--- src/sv/spfa_pkg.sv ---
package spfa_pkg;

  localparam int NODES_DEFAULT     = 16;
  localparam int MAX_EDGES_DEFAULT = 64;
  localparam int WEIGHT_BITS_DEFAULT = 16;

  localparam int OPCODE_W = 2;
  localparam int NODE_W   = 4;
  localparam int WEIGHT_W = 16;
  localparam int DIST_W   = 24;

  localparam logic [OPCODE_W-1:0] OP_CLEAR = 2'd0;
  localparam logic [OPCODE_W-1:0] OP_ADD   = 2'd1;
  localparam logic [OPCODE_W-1:0] OP_RUN   = 2'd2;

  localparam logic signed [DIST_W-1:0] DIST_MAX = 24'sh7FFFFF;
  localparam logic signed [DIST_W-1:0] DIST_MIN = 24'sh800000;

  typedef struct packed {
    logic [OPCODE_W-1:0]        opcode;
    logic [NODE_W-1:0]          edge_from;
    logic [NODE_W-1:0]          edge_to;
    logic signed [WEIGHT_W-1:0] edge_weight;
    logic [NODE_W-1:0]          source_node;
  } in_word_t;

  typedef struct packed {
    logic [NODE_W-1:0]        node_index;
    logic signed [DIST_W-1:0] distance;
    logic                     reachable;
    logic                     negative_cycle;
    logic                     last;
  } out_word_t;

endpackage

--- src/sv/spfa_in_if.sv ---
interface spfa_in_if;
  logic                valid;
  logic                ready;
  spfa_pkg::in_word_t  data;
  modport source (output valid, output data, input ready);
  modport sink (input valid, input data, output ready);
endinterface

--- src/sv/spfa_out_if.sv ---
interface spfa_out_if;
  logic                valid;
  logic                ready;
  spfa_pkg::out_word_t data;
  modport source (output valid, output data, input ready);
  modport sink (input valid, input data, output ready);
endinterface

--- src/sv/spfa_shortest_paths.sv ---
// Single-source shortest paths (queue-based Bellman-Ford) over a stored edge list.
// Channels: in (sink) takes one command word: clear edges, add edge, or run
// from source_node; out (source) gives one word per node after a run.
// Clear and add give no word; in.ready stays high, so the next word can be taken
// in the following cycle. Add is dropped when the list is full or a node index
// is out of range.
// A run, once accepted, resets node state one node at a time, then for every
// queue pop goes through each stored edge in turn (the edge memory
// has one registered read port; each edge is read, then relaxed through one
// adder/compare), then finds the queue empty, then gives NODES output
// words, one per cycle while out.ready is high.
// A node relaxed NODES times stops the run; all words then carry
// negative_cycle. last marks the word of node NODES-1.
// in.ready is low from run start until the last output word is taken.
// A stall on out holds the current word; nothing is dropped.
// Reset empties the edge list and returns to idle.
module spfa_shortest_paths #(
  parameter int NODES       = spfa_pkg::NODES_DEFAULT,
  parameter int MAX_EDGES   = spfa_pkg::MAX_EDGES_DEFAULT,
  parameter int WEIGHT_BITS = spfa_pkg::WEIGHT_BITS_DEFAULT
) (
  input  logic        clk,
  input  logic        rst,
  spfa_in_if.sink     in,
  spfa_out_if.source  out
);

  localparam int NW = (NODES > 1) ? $clog2(NODES) : 1;
  localparam int EW = (MAX_EDGES > 1) ? $clog2(MAX_EDGES) : 1;
  localparam int CW = $clog2(MAX_EDGES + 1);
  localparam int FW = $clog2(NODES + 1);
  localparam int RW = $clog2(NODES + 1);
  localparam int DW = spfa_pkg::DIST_W;

  localparam logic [2:0] S_IDLE  = 3'd0;
  localparam logic [2:0] S_INIT  = 3'd1;
  localparam logic [2:0] S_POP   = 3'd2;
  localparam logic [2:0] S_EDGE  = 3'd3;
  localparam logic [2:0] S_RELAX = 3'd4;
  localparam logic [2:0] S_OUT   = 3'd5;

  logic [2:0] state;

  logic [NW-1:0]          efrom_mem [MAX_EDGES];
  logic [NW-1:0]          eto_mem   [MAX_EDGES];
  logic signed [WEIGHT_BITS-1:0] ew_mem [MAX_EDGES];
  logic [CW-1:0]          edge_count;

  logic signed [DW-1:0]   node_dist [NODES];
  logic [NODES-1:0]       reached;
  logic [NODES-1:0]       in_q;
  logic [RW-1:0]          relax_cnt [NODES];
  logic [NW-1:0]          queue     [NODES];
  logic [NW-1:0]          qhead;
  logic [FW-1:0]          qfill;

  logic [NW-1:0]          cur;
  logic signed [DW-1:0]   cur_dist;
  logic [CW-1:0]          eidx;
  logic [NW-1:0]          rd_from;
  logic [NW-1:0]          rd_to;
  logic signed [WEIGHT_BITS-1:0] rd_w;
  logic [NW-1:0]          nidx;
  logic                   neg;
  logic                   src_ok;
  logic [NW-1:0]          src;

  logic [FW:0]            qsum;
  logic [NW-1:0]          qtail;
  logic signed [DW+1:0]   sum;
  logic signed [DW-1:0]   cand;
  logic                   improve;

  assign in.ready = (state == S_IDLE);
  assign qsum  = (FW+1)'(qhead) + (FW+1)'(qfill);
  assign qtail = (32'(qsum) >= NODES) ? NW'(32'(qsum) - NODES) : NW'(qsum);

  always_comb begin
    sum = (DW+2)'(cur_dist) + (DW+2)'(rd_w);
    if (sum > (DW+2)'(spfa_pkg::DIST_MAX)) begin
      cand = spfa_pkg::DIST_MAX;
    end else if (sum < (DW+2)'(spfa_pkg::DIST_MIN)) begin
      cand = spfa_pkg::DIST_MIN;
    end else begin
      cand = DW'(sum);
    end
    improve = !reached[rd_to] || (cand < node_dist[rd_to]);
  end

  always_ff @(posedge clk) begin
    if (state == S_IDLE && in.valid && in.data.opcode == spfa_pkg::OP_ADD &&
        edge_count < CW'(MAX_EDGES) && 32'(in.data.edge_from) < NODES &&
        32'(in.data.edge_to) < NODES) begin
      efrom_mem[EW'(edge_count)] <= NW'(in.data.edge_from);
      eto_mem[EW'(edge_count)]   <= NW'(in.data.edge_to);
      ew_mem[EW'(edge_count)]    <= WEIGHT_BITS'(in.data.edge_weight);
    end
    rd_from <= efrom_mem[EW'(eidx)];
    rd_to   <= eto_mem[EW'(eidx)];
    rd_w    <= ew_mem[EW'(eidx)];
  end

  always_ff @(posedge clk) begin
    if (rst) begin
      state      <= S_IDLE;
      edge_count <= '0;
      reached    <= '0;
      in_q       <= '0;
      qfill      <= '0;
      qhead      <= '0;
      nidx       <= '0;
      neg        <= 1'b0;
      out.valid  <= 1'b0;
    end else begin
      unique case (state)
        S_IDLE: begin
          if (in.valid) begin
            unique case (in.data.opcode)
              spfa_pkg::OP_CLEAR: edge_count <= '0;
              spfa_pkg::OP_ADD: begin
                if (edge_count < CW'(MAX_EDGES) && 32'(in.data.edge_from) < NODES &&
                    32'(in.data.edge_to) < NODES) begin
                  edge_count <= edge_count + 1'b1;
                end
              end
              spfa_pkg::OP_RUN: begin
                src     <= NW'(in.data.source_node);
                src_ok  <= 32'(in.data.source_node) < NODES;
                nidx    <= '0;
                neg     <= 1'b0;
                reached <= '0;
                in_q    <= '0;
                state   <= S_INIT;
              end
              default: ;
            endcase
          end
        end
        S_INIT: begin
          relax_cnt[nidx] <= '0;
          if (32'(nidx) == NODES - 1) begin
            qhead <= '0;
            nidx  <= '0;
            if (src_ok) begin
              node_dist[src] <= '0;
              reached[src]   <= 1'b1;
              in_q[src]      <= 1'b1;
              queue[0]       <= src;
              qfill          <= FW'(1);
              state          <= S_POP;
            end else begin
              qfill     <= '0;
              state     <= S_OUT;
              out.valid <= 1'b1;
            end
          end else begin
            nidx <= nidx + 1'b1;
          end
        end
        S_POP: begin
          if (qfill == '0) begin
            nidx      <= '0;
            state     <= S_OUT;
            out.valid <= 1'b1;
          end else begin
            cur         <= queue[qhead];
            cur_dist    <= node_dist[queue[qhead]];
            in_q[queue[qhead]] <= 1'b0;
            qhead       <= (32'(qhead) == NODES - 1) ? '0 : qhead + 1'b1;
            qfill       <= qfill - 1'b1;
            eidx        <= '0;
            state       <= S_EDGE;
          end
        end
        S_EDGE: begin
          if (eidx >= edge_count) begin
            state <= S_POP;
          end else begin
            eidx  <= eidx + 1'b1;
            state <= S_RELAX;
          end
        end
        S_RELAX: begin
          if (rd_from == cur && improve) begin
            node_dist[rd_to] <= cand;
            reached[rd_to]   <= 1'b1;
            relax_cnt[rd_to] <= relax_cnt[rd_to] + 1'b1;
            if (32'(relax_cnt[rd_to]) + 1 >= NODES) begin
              neg       <= 1'b1;
              nidx      <= '0;
              state     <= S_OUT;
              out.valid <= 1'b1;
            end else begin
              state <= S_EDGE;
              if (!in_q[rd_to]) begin
                queue[qtail] <= rd_to;
                in_q[rd_to]  <= 1'b1;
                qfill        <= qfill + 1'b1;
              end
            end
            if (rd_to == cur) begin
              cur_dist <= cand;
            end
          end else begin
            state <= S_EDGE;
          end
        end
        S_OUT: begin
          if (out.ready) begin
            nidx <= nidx + 1'b1;
            if (32'(nidx) == NODES - 1) begin
              out.valid <= 1'b0;
              state     <= S_IDLE;
            end
          end
        end
        default: state <= S_IDLE;
      endcase
    end
  end

  always_comb begin
    out.data.node_index     = spfa_pkg::NODE_W'(nidx);
    out.data.distance       = reached[nidx] ? node_dist[nidx] : '0;
    out.data.reachable      = reached[nidx];
    out.data.negative_cycle = neg;
    out.data.last           = (32'(nidx) == NODES - 1);
  end

`ifndef SYNTHESIS
  a_ready_idle: assert property (@(posedge clk) disable iff (rst)
    out.valid |-> !in.ready) else $error("input taken during output");
  a_fill_bound: assert property (@(posedge clk) disable iff (rst)
    32'(qfill) <= NODES) else $error("queue overflow");
  a_count_bound: assert property (@(posedge clk) disable iff (rst)
    32'(edge_count) <= MAX_EDGES) else $error("edge count overflow");
  a_out_hold: assert property (@(posedge clk) disable iff (rst)
    out.valid && !out.ready |=> out.valid && $stable(nidx)) else $error("word lost");
`endif

endmodule

--- src/flat_wrapper.sv ---
// flat-port wrapper written by rule: the top's interface ports become plain ports
module spfa_shortest_paths_flat 
#(
  parameter int NODES       = spfa_pkg::NODES_DEFAULT,
  parameter int MAX_EDGES   = spfa_pkg::MAX_EDGES_DEFAULT,
  parameter int WEIGHT_BITS = spfa_pkg::WEIGHT_BITS_DEFAULT
)
  (clk, rst, in_valid, in_data, in_ready, out_valid, out_data, out_ready);
  spfa_in_if in_i ();
  spfa_out_if out_i ();
  input  logic clk;
  input  logic rst;
  input wire logic [$bits(in_i.valid)-1:0] in_valid;
  input wire logic [$bits(in_i.data)-1:0] in_data;
  output wire logic [$bits(in_i.ready)-1:0] in_ready;
  output wire logic [$bits(out_i.valid)-1:0] out_valid;
  output wire logic [$bits(out_i.data)-1:0] out_data;
  input wire logic [$bits(out_i.ready)-1:0] out_ready;
  assign in_i.valid = in_valid;
  assign in_i.data = in_data;
  assign in_ready = in_i.ready;
  assign out_valid = out_i.valid;
  assign out_data = out_i.data;
  assign out_i.ready = out_ready;
  spfa_shortest_paths #(.NODES(NODES), .MAX_EDGES(MAX_EDGES), .WEIGHT_BITS(WEIGHT_BITS)) u_core (.clk(clk), .rst(rst), .in(in_i), .out(out_i));
endmodule
--- config.mk ---
export PLATFORM = sky130hd
export DESIGN_NAME = spfa_shortest_paths_flat
export DESIGN_NICKNAME = d
export VERILOG_FILES = /design/src/sv/spfa_pkg.sv /design/src/sv/spfa_in_if.sv /design/src/sv/spfa_out_if.sv /design/src/sv/spfa_shortest_paths.sv /design/src/flat_wrapper.sv
export SDC_FILE = /design/constraint.sdc
export NUM_CORES = 2
export LEC_CHECK = 0
export BUFFER_PORTS_ARGS = -buffer_cell sky130_fd_sc_hd__buf_2
export CAP_MARGIN = 20
export CORE_MARGIN = 2
export CORE_UTILIZATION = 41
export CTS_BUF_LIST = sky130_fd_sc_hd__clkbuf_16
export CTS_CLUSTER_SIZE = 16
export DETAILED_ROUTE_END_ITERATION = 7
export PLACE_DENSITY_LB_ADDON = 0.08
export SLEW_MARGIN = 20
export SYNTH_ARGS = -nofsm -noshare
export SYNTH_HDL_FRONTEND = slang
export SYNTH_SLANG_ARGS = --single-unit
--- constraint.sdc ---
create_clock -name clk -period 8.5 [get_ports clk]
set_input_delay 1.7 -clock clk [delete_from_list [all_inputs] [get_ports clk]]
set_output_delay 1.7 -clock clk [all_outputs]
set_load 0.01 [all_outputs]
Word-level counts from Yosys, hierarchy flattened

Memories as Yosys holds them, arrays and structs flattened. A register that Yosys moved wholly into a read port is not among the register bits.
Index checks and enable logic that the tools add are counted.

Add/subtract/negate cells: 11
$lt $le $gt $ge: 14
Equality and inequality tests: 25
Mux-type cells: 105
Bitwise gates (word level): 9
Reductions and logical operators: 38

Operator list:

| operator                                                                          | number |
|---|---|
| 24-bit two-way mux                                                                | 7 |
| 16-bit two-way mux                                                                | 9 |
| 4-bit two-way mux                                                                 | 19 |
| 16-bit OR                                                                         | 4 |
| 16-bit one-hot mux with 4 select lines                                            | 1 |
| 16-bit one-hot mux with 3 select lines                                            | 1 |
| 24-bit one-hot mux with 2 select lines                                            | 1 |
| 1-bit two-way mux                                                                 | 35 |
| 32-bit by 5-bit >= comparator with 1-bit output, second input constant            | 1 |
| 5-bit two-way mux                                                                 | 6 |
| 7-bit one-hot mux with 2 select lines                                             | 2 |
| 3-bit two-way mux                                                                 | 9 |
| 26-bit by 24-bit greater-than comparator with 1-bit output, second input constant | 1 |
| 26-bit by 24-bit less-than comparator with 1-bit output, second input constant    | 1 |
| 24-bit by 16-bit adder with 25-bit output                                         | 1 |
| 24-bit less-than comparator                                                       | 1 |
| 24-bit OR reduction                                                               | 1 |
| 7-bit two-way mux                                                                 | 3 |
| 4-bit by 5-bit less-than comparator with 1-bit output, second input constant      | 4 |
| 4-bit one-hot mux with 5 select lines                                             | 1 |
| 5-bit AND reduction                                                               | 4 |
| 2-bit != test, second input constant                                              | 9 |
| 3-bit one-hot mux with 6 select lines                                             | 1 |
| 16-bit AND                                                                        | 1 |
| 44 further kinds                                                                  | 79 |

Register bits after elaboration: 96
RAM bits: 2,064
Input bits: 34
Output and inout bits: 33
Logic and storage cells: 221
Memories: 6

Memories:

| name             | words | width | read ports | clocked after memory_dff | write ports | line                      | source |
|---|---|---|---|---|---|---|---|
| u_core.ew_mem    | 64    | 16    | 1          | 1                        | 1           | spfa_shortest_paths.sv:46 | `logic signed [WEIGHT_BITS-1:0] ew_mem [MAX_EDGES];` |
| u_core.node_dist | 16    | 24    | 3          | 1                        | 1           | spfa_shortest_paths.sv:49 | `logic signed [DW-1:0] node_dist [NODES];` |
| u_core.efrom_mem | 64    | 4     | 1          | 1                        | 1           | spfa_shortest_paths.sv:44 | `logic [NW-1:0] efrom_mem [MAX_EDGES];` |
| u_core.eto_mem   | 64    | 4     | 1          | 1                        | 1           | spfa_shortest_paths.sv:45 | `logic [NW-1:0] eto_mem [MAX_EDGES];` |
| u_core.relax_cnt | 16    | 5     | 1          | 0                        | 1           | spfa_shortest_paths.sv:52 | `logic [RW-1:0] relax_cnt [NODES];` |
| u_core.queue     | 16    | 4     | 1          | 1                        | 1           | spfa_shortest_paths.sv:53 | `logic [NW-1:0] queue [NODES];` |

Longest topological paths before layout

Depth after elaboration: 13
Mapped depth: 29
Gate-level depth less buffers: 26

Worst setup path before layout

No wires, ideal clock.

Kind: register to register
Start: reg u_core.rd_to[0], read port of u_core.eto_mem
End: mem u_core.node_dist[2][0] (netlist bit) (enable)
Data arrival time: 7.472 ns
Required time: 8.058 ns
Setup slack: 0.586 ns
Cell stages (with the launch flop): 23
Path buffers: 9
Period minus slack after synthesis: 7.914 ns
Cell sequence: dfxtp_1 -> buf_2 -> buf_6 -> buf_4 -> buf_6 -> clkbuf_1 -> buf_1 -> mux4_2 -> mux4_2 -> inv_1 -> ha_1 -> nand4_1 -> or3_1 -> a2111oi_0 -> a21oi_1 -> a21oi_1 -> o21ai_0 -> or3_1 -> buf_2 -> a211o_1 -> buf_2 -> buf_2 -> o31ai_1

Word-level cells in the longest chain between the ends: 11
Elaborated cells between the ends (all ways): 14

Ends and longest elaborated chain:

| item                                                                             | line                      | source |
|---|---|---|
| from (decl)                                                                      | spfa_shortest_paths.sv:61 | `logic [NW-1:0] rd_to;` |
| parallel branches: the longest is 11 deep, another holds memory read 16 x 24 bit | -                         |  |
| to (decl)                                                                        | spfa_shortest_paths.sv:49 |  |

Parallel ways; which one is timed is not known. The select of a mux whose other input is x is not followed.

Worst setup path in the final report

Start: reg u_core.cur_dist[1]
End: mem u_core.node_dist[10][12] (netlist bit) (enable)

Word-level cells in the longest chain between the ends: 13
Elaborated cells between the ends (all ways): 15

Ends and longest elaborated chain:

| item                                                                           | line                       | source |
|---|---|---|
| from (decl)                                                                    | spfa_shortest_paths.sv:58  | `logic signed [DW-1:0] cur_dist;` |
| from (signal assigned)                                                         | spfa_shortest_paths.sv:167 | `cur_dist <= node_dist[queue[qhead]];` |
| from (signal assigned)                                                         | spfa_shortest_paths.sv:202 | `cur_dist <= cand;` |
| 24-bit by 16-bit adder with 25-bit output *                                    | spfa_shortest_paths.sv:79  | `sum = (DW+2)'(cur_dist) + (DW+2)'(rd_w);` |
| 26-bit by 24-bit less-than comparator with 1-bit output                        | spfa_shortest_paths.sv:82  | `end else if (sum < (DW+2)'(spfa_pkg::DIST_MIN)) begin` |
| 24-bit two-way mux                                                             | spfa_shortest_paths.sv:82  |  |
| 24-bit two-way mux *                                                           | spfa_shortest_paths.sv:80  | `if (sum > (DW+2)'(spfa_pkg::DIST_MAX)) begin` |
| 24-bit less-than comparator *                                                  | spfa_shortest_paths.sv:87  | `improve = !reached[rd_to] \|\| (cand < node_dist[rd_to]);` |
| 1-bit logical OR *                                                             | spfa_shortest_paths.sv:87  |  |
| 1-bit logical AND *                                                            | spfa_shortest_paths.sv:184 | `if (rd_from == cur && improve) begin` |
| 1-bit two-way mux *                                                            | spfa_shortest_paths.sv:184 |  |
| 1-bit two-way mux *                                                            | spfa_shortest_paths.sv:115 | `unique case (state)` |
| 1-bit two-way mux *                                                            | spfa_shortest_paths.sv:104 | `if (rst) begin` |
| 1-bit two-way mux (implied by the code) *                                      | spfa_shortest_paths.sv:185 | `node_dist[rd_to] <= cand;` |
| 24-bit OR reduction (no source line)                                           | -                          |  |
| 4-bit two-way mux (no source line) / 1-bit two-way mux (equally long branches) | -                          |  |

Every way passes the cells marked *; elsewhere a longest branch is shown, timed or not.

==> impl_metrics.toml <==
[status]
status = "completed"

[floorplan]
num_io_pins = 67
dieHeight_um = 480
die_area_um2 = 230000
core_area_um2 = 225000
rows = 174
start_util_pct = 41.3
die_x_um = 480

[place]
gp_congestion = 0.841
placedCellCount = 7386
pre_cts_slack_ps = 117
hpwl_um = 151000
port_buffers = 66

[power_and_ir_drop]
power.static_leakage_nw = 33.1
pwr-share-seq_pct = 54.1
power_frac_comb_pct = 1.3
clock_power_share_pct = 44.6
power_switching_share_pct = 20.5
p_sw_w = 0.00448
ir_worst_vdd_mv = 0.216
internal-power_w = 0.0173
powerDensity_nw_per_um2 = 206

[finish]
nets = 4736
drive_gt1_share_pct = 32.9
final_cells = 7824
regArea_um2 = 65000
n_fill_cell = 18600
multiInputGateArea_um2 = 27300
syn2layout_area_growth_pct = 13.8

[synth]
muxShareOfSynthArea_pct = 22.4
synth_xor_area_share_pct = 0.508
ys_ff_latch = 2192
yosys-top-cells-area = "edfxtp_1, mux4_2, dfxtp_1"
synth_edf_count = 2103
yosys.area.top_type = "edfxtp_1"
synth_cell_types = 77
ys.warnings.count = 0
ys.flop_type = "edfxtp_1"
yosys.area_share.simple_pct = 2.48
syn_nets = 4548
yosysMostFrequentCell = "edfxtp_1"
synth_top_family_by_area = "multiplexers"
synth_compound_area_share_pct = 2.24
ys_seq_area_share_pct = 69.9
netlist.area_leader.share_pct = 68.0
synth.avg_cell_area_um2 = 20.9
async_flop_share_pct = 0
synthCells = 4446
syn_area_um2 = 92900
synth_commonest_cells = "edfxtp_1, mux4_2, nor2_1, clkbuf_1, o21ai_0"
synth_fa_ha_area_share_pct = 0.985

[detailed_routing]
first_pass_iters = 7
via_per_inst = 5.94
wl_per_cell_um = 32.9
first_iter_violations = 4592
num_vias = 46400
drc = 0
ant_nets = 0
wirelength_um = 258000

[critical_path]
ff2ff_path_depth = 23
r2r-end = "u_core.node_dist[10][12]"
worstSetupPathType = "reg2reg"
crit_slowest_cell = "a2111oi_1"
worst-r2r-setup-slack_ps = 570
end_kind = "flip-flop"
critPathMaxFanout = 21
worstPathRequired_ps = 8960
crit_top_cell = "a21oi_1"
cp-start-kind = "flip-flop"
path_cells = "ha_1, a211oi_1, o211ai_1, a221oi_2, nor3_1, a211oi_2, xor2_2, nand2_2, a21oi_1, inv_1, ha_1, nand2_1, or3_1, a2111oi_1, a21oi_1, a21oi_1, o21ai_0, or3_1, a211oi_1, buf_4, nand2_1, o21ai_4, buf_4"
crit_path_max_incr_delay_ps = 610
r2r_start = "u_core.cur_dist[1]"
arrival_ps = 8390

[min_path]
hp-class = "reg2reg"
hp-start = "u_core.in_q[4]"
whs_path_depth = 2
hold_path_end = "u_core.in_q[4]"

[timing]
setup_slack_ps = 571
skew_ps = 59.0
worst_pin_slew_ps = 1120
grt_setup_unrepaired = "false"
slew_viol_final = 0
whs_ps = 458
finalCritPeriodShare_pct = 93.3
setup_tns_ps = 0
setup_violations = 0
hold_viol = 0
clock.fmax_mhz = 126
slew_headroom_pct = 24.9
fin_crit_ps = 7930

[grt]
antenna_found_initial = 13
grt_pass1_wl_um = 367000
grt_max_degree = 132
first_global_vias = 47900
grtUsageTotal_pct = 22.5
grt-ovfl-total = 0

[clock_tree]
post_cts_buffers = 0
postCtsHoldBufs = 0
cts_made_buffers = 228
post_cts_resized = 0
cts.clk_slew.worst_paths_ps = 60
clk_path_buf_depth = 3
htreeDepth = 4
cts.sinks = 2192
cts_tree = "built"
insertion_delay_ps = 880
clockRootBuffer = "clkbuf_16"

[run]
maxCapViolCount = 0
==> worst max path at each step <==
stage                             startpoint                       end  slack (ps)  cells after the start
after floorplan              u_core.rd_to[0]    u_core.node_dist[2][0]         590                     22
after global placement    u_core.cur_dist[1]  u_core.node_dist[11][14]         220                     23
after global routing      u_core.cur_dist[1]  u_core.node_dist[10][12]         140                     23
after CTS                 u_core.cur_dist[1]   u_core.node_dist[9][20]         110                     23
final                     u_core.cur_dist[1]  u_core.node_dist[10][12]         570                     23
after detailed placement  u_core.cur_dist[1]   u_core.node_dist[9][14]         120                     23
==> cells in the final DEF (no fill, tap or decap), types with 27 or more instances in the layout <==
cell,n
o21ai_0,105
clkinv_2,38
edfxtp_1,2103
nand2_1,105
buf_4,141
buf_2,65
dfxtp_1,80
clkinv_1,67
nor2b_1,39
nor2_4,65
a21oi_1,87
nor2_1,130
clkbuf_16,228
ha_1,65
mux4_2,914
xnor2_1,27
inv_1,122
nand3_1,59
==> registers in the layout (all words and copies together) (netlist names), named ones only <==
signal / flops
u_core.rd_w: 16
u_core.state: 3
u_core.qfill: 5
u_core.relax_cnt: 80
u_core.ew_mem: 1024
u_core.efrom_mem: 256
u_core.rd_from: 4
u_core.eto_mem: 256
u_core.in_q: 16
u_core.rd_to: 4
u_core.qhead: 4
u_core.eidx: 7
u_core.reached: 16
u_core.node_dist: 384
u_core.src: 4
u_core.neg: 1
u_core.nidx: 4
u_core.edge_count: 7
u_core.out.valid: 1
u_core.queue: 64
u_core.cur_dist: 24
u_core.cur: 4
==> cell type report <==
| type | instances | share of cell area, % |
|---|---|---|
| sequential | 2192 | 61.4 |
| multi-input combinational | 1895 | 25.8 |
| clock buffer | 228 | 5.40 |
| tap | 2992 | 3.54 |
| timing repair buffer | 235 | 1.99 |
| clock inverter | 193 | 1.52 |
| inverter | 82 | 0.291 |
| antenna | 7 | 0.0166 |
==> cell families (layout without fill, tap and decap cells) <==
kind of cell	count (synthesis)	in the layout
AO/OA/AOI/OAI	339	339
XOR/XNOR	53	53
adder cells (fa/ha/maj)	72	72
buffers and inverters	359	738
flip-flops	2192	2192
multiplexers	929	929
other	0	7
AND/OR/NAND/NOR	502	502
==> power groups by stage <==
stage               clock network, W  logic, W  registers, W
floorplan                          0  0.000104        0.0120
global placement                   0  0.000288        0.0120
detailed placement                 0  0.000295        0.0120
CTS                          0.00996  0.000295        0.0118
global route                  0.0104  0.000317        0.0118
finish                       0.00973  0.000292        0.0118
==> worst max-delay path: cells and delay by family, from the launching register on <==
family | cells | cell delay, ps
xor gates and xnor gates | 1 | 380
adders and majority gates | 2 | 640
and+or+nand+nor | 6 | 1680
AOI/OAI and AO/OA | 11 | 3620
buffers and inverters | 3 | 820
DFF | 1 | 390
==> per-layer routing <==
layer,global-route usage [%],up-vias,wire length (um)
met1,31.4,25400,110000
met5,0,-,19
met3,3.02,339,12200
li1,-,19300,-
met2,37.7,1415,130000
met4,5.04,2,5250
==> stage by stage <==
step,utilization [%],cell area (um2),power (W)
CTS,46.9,105000,0.0221
finish,47.0,106000,0.0218
global placement,43.5,97800,0.0123
floorplan,-,92900,0.0121
detailed placement,43.6,98100,0.0123
global route,47.0,106000,0.0225
Power figures use the tool's default switching activity.
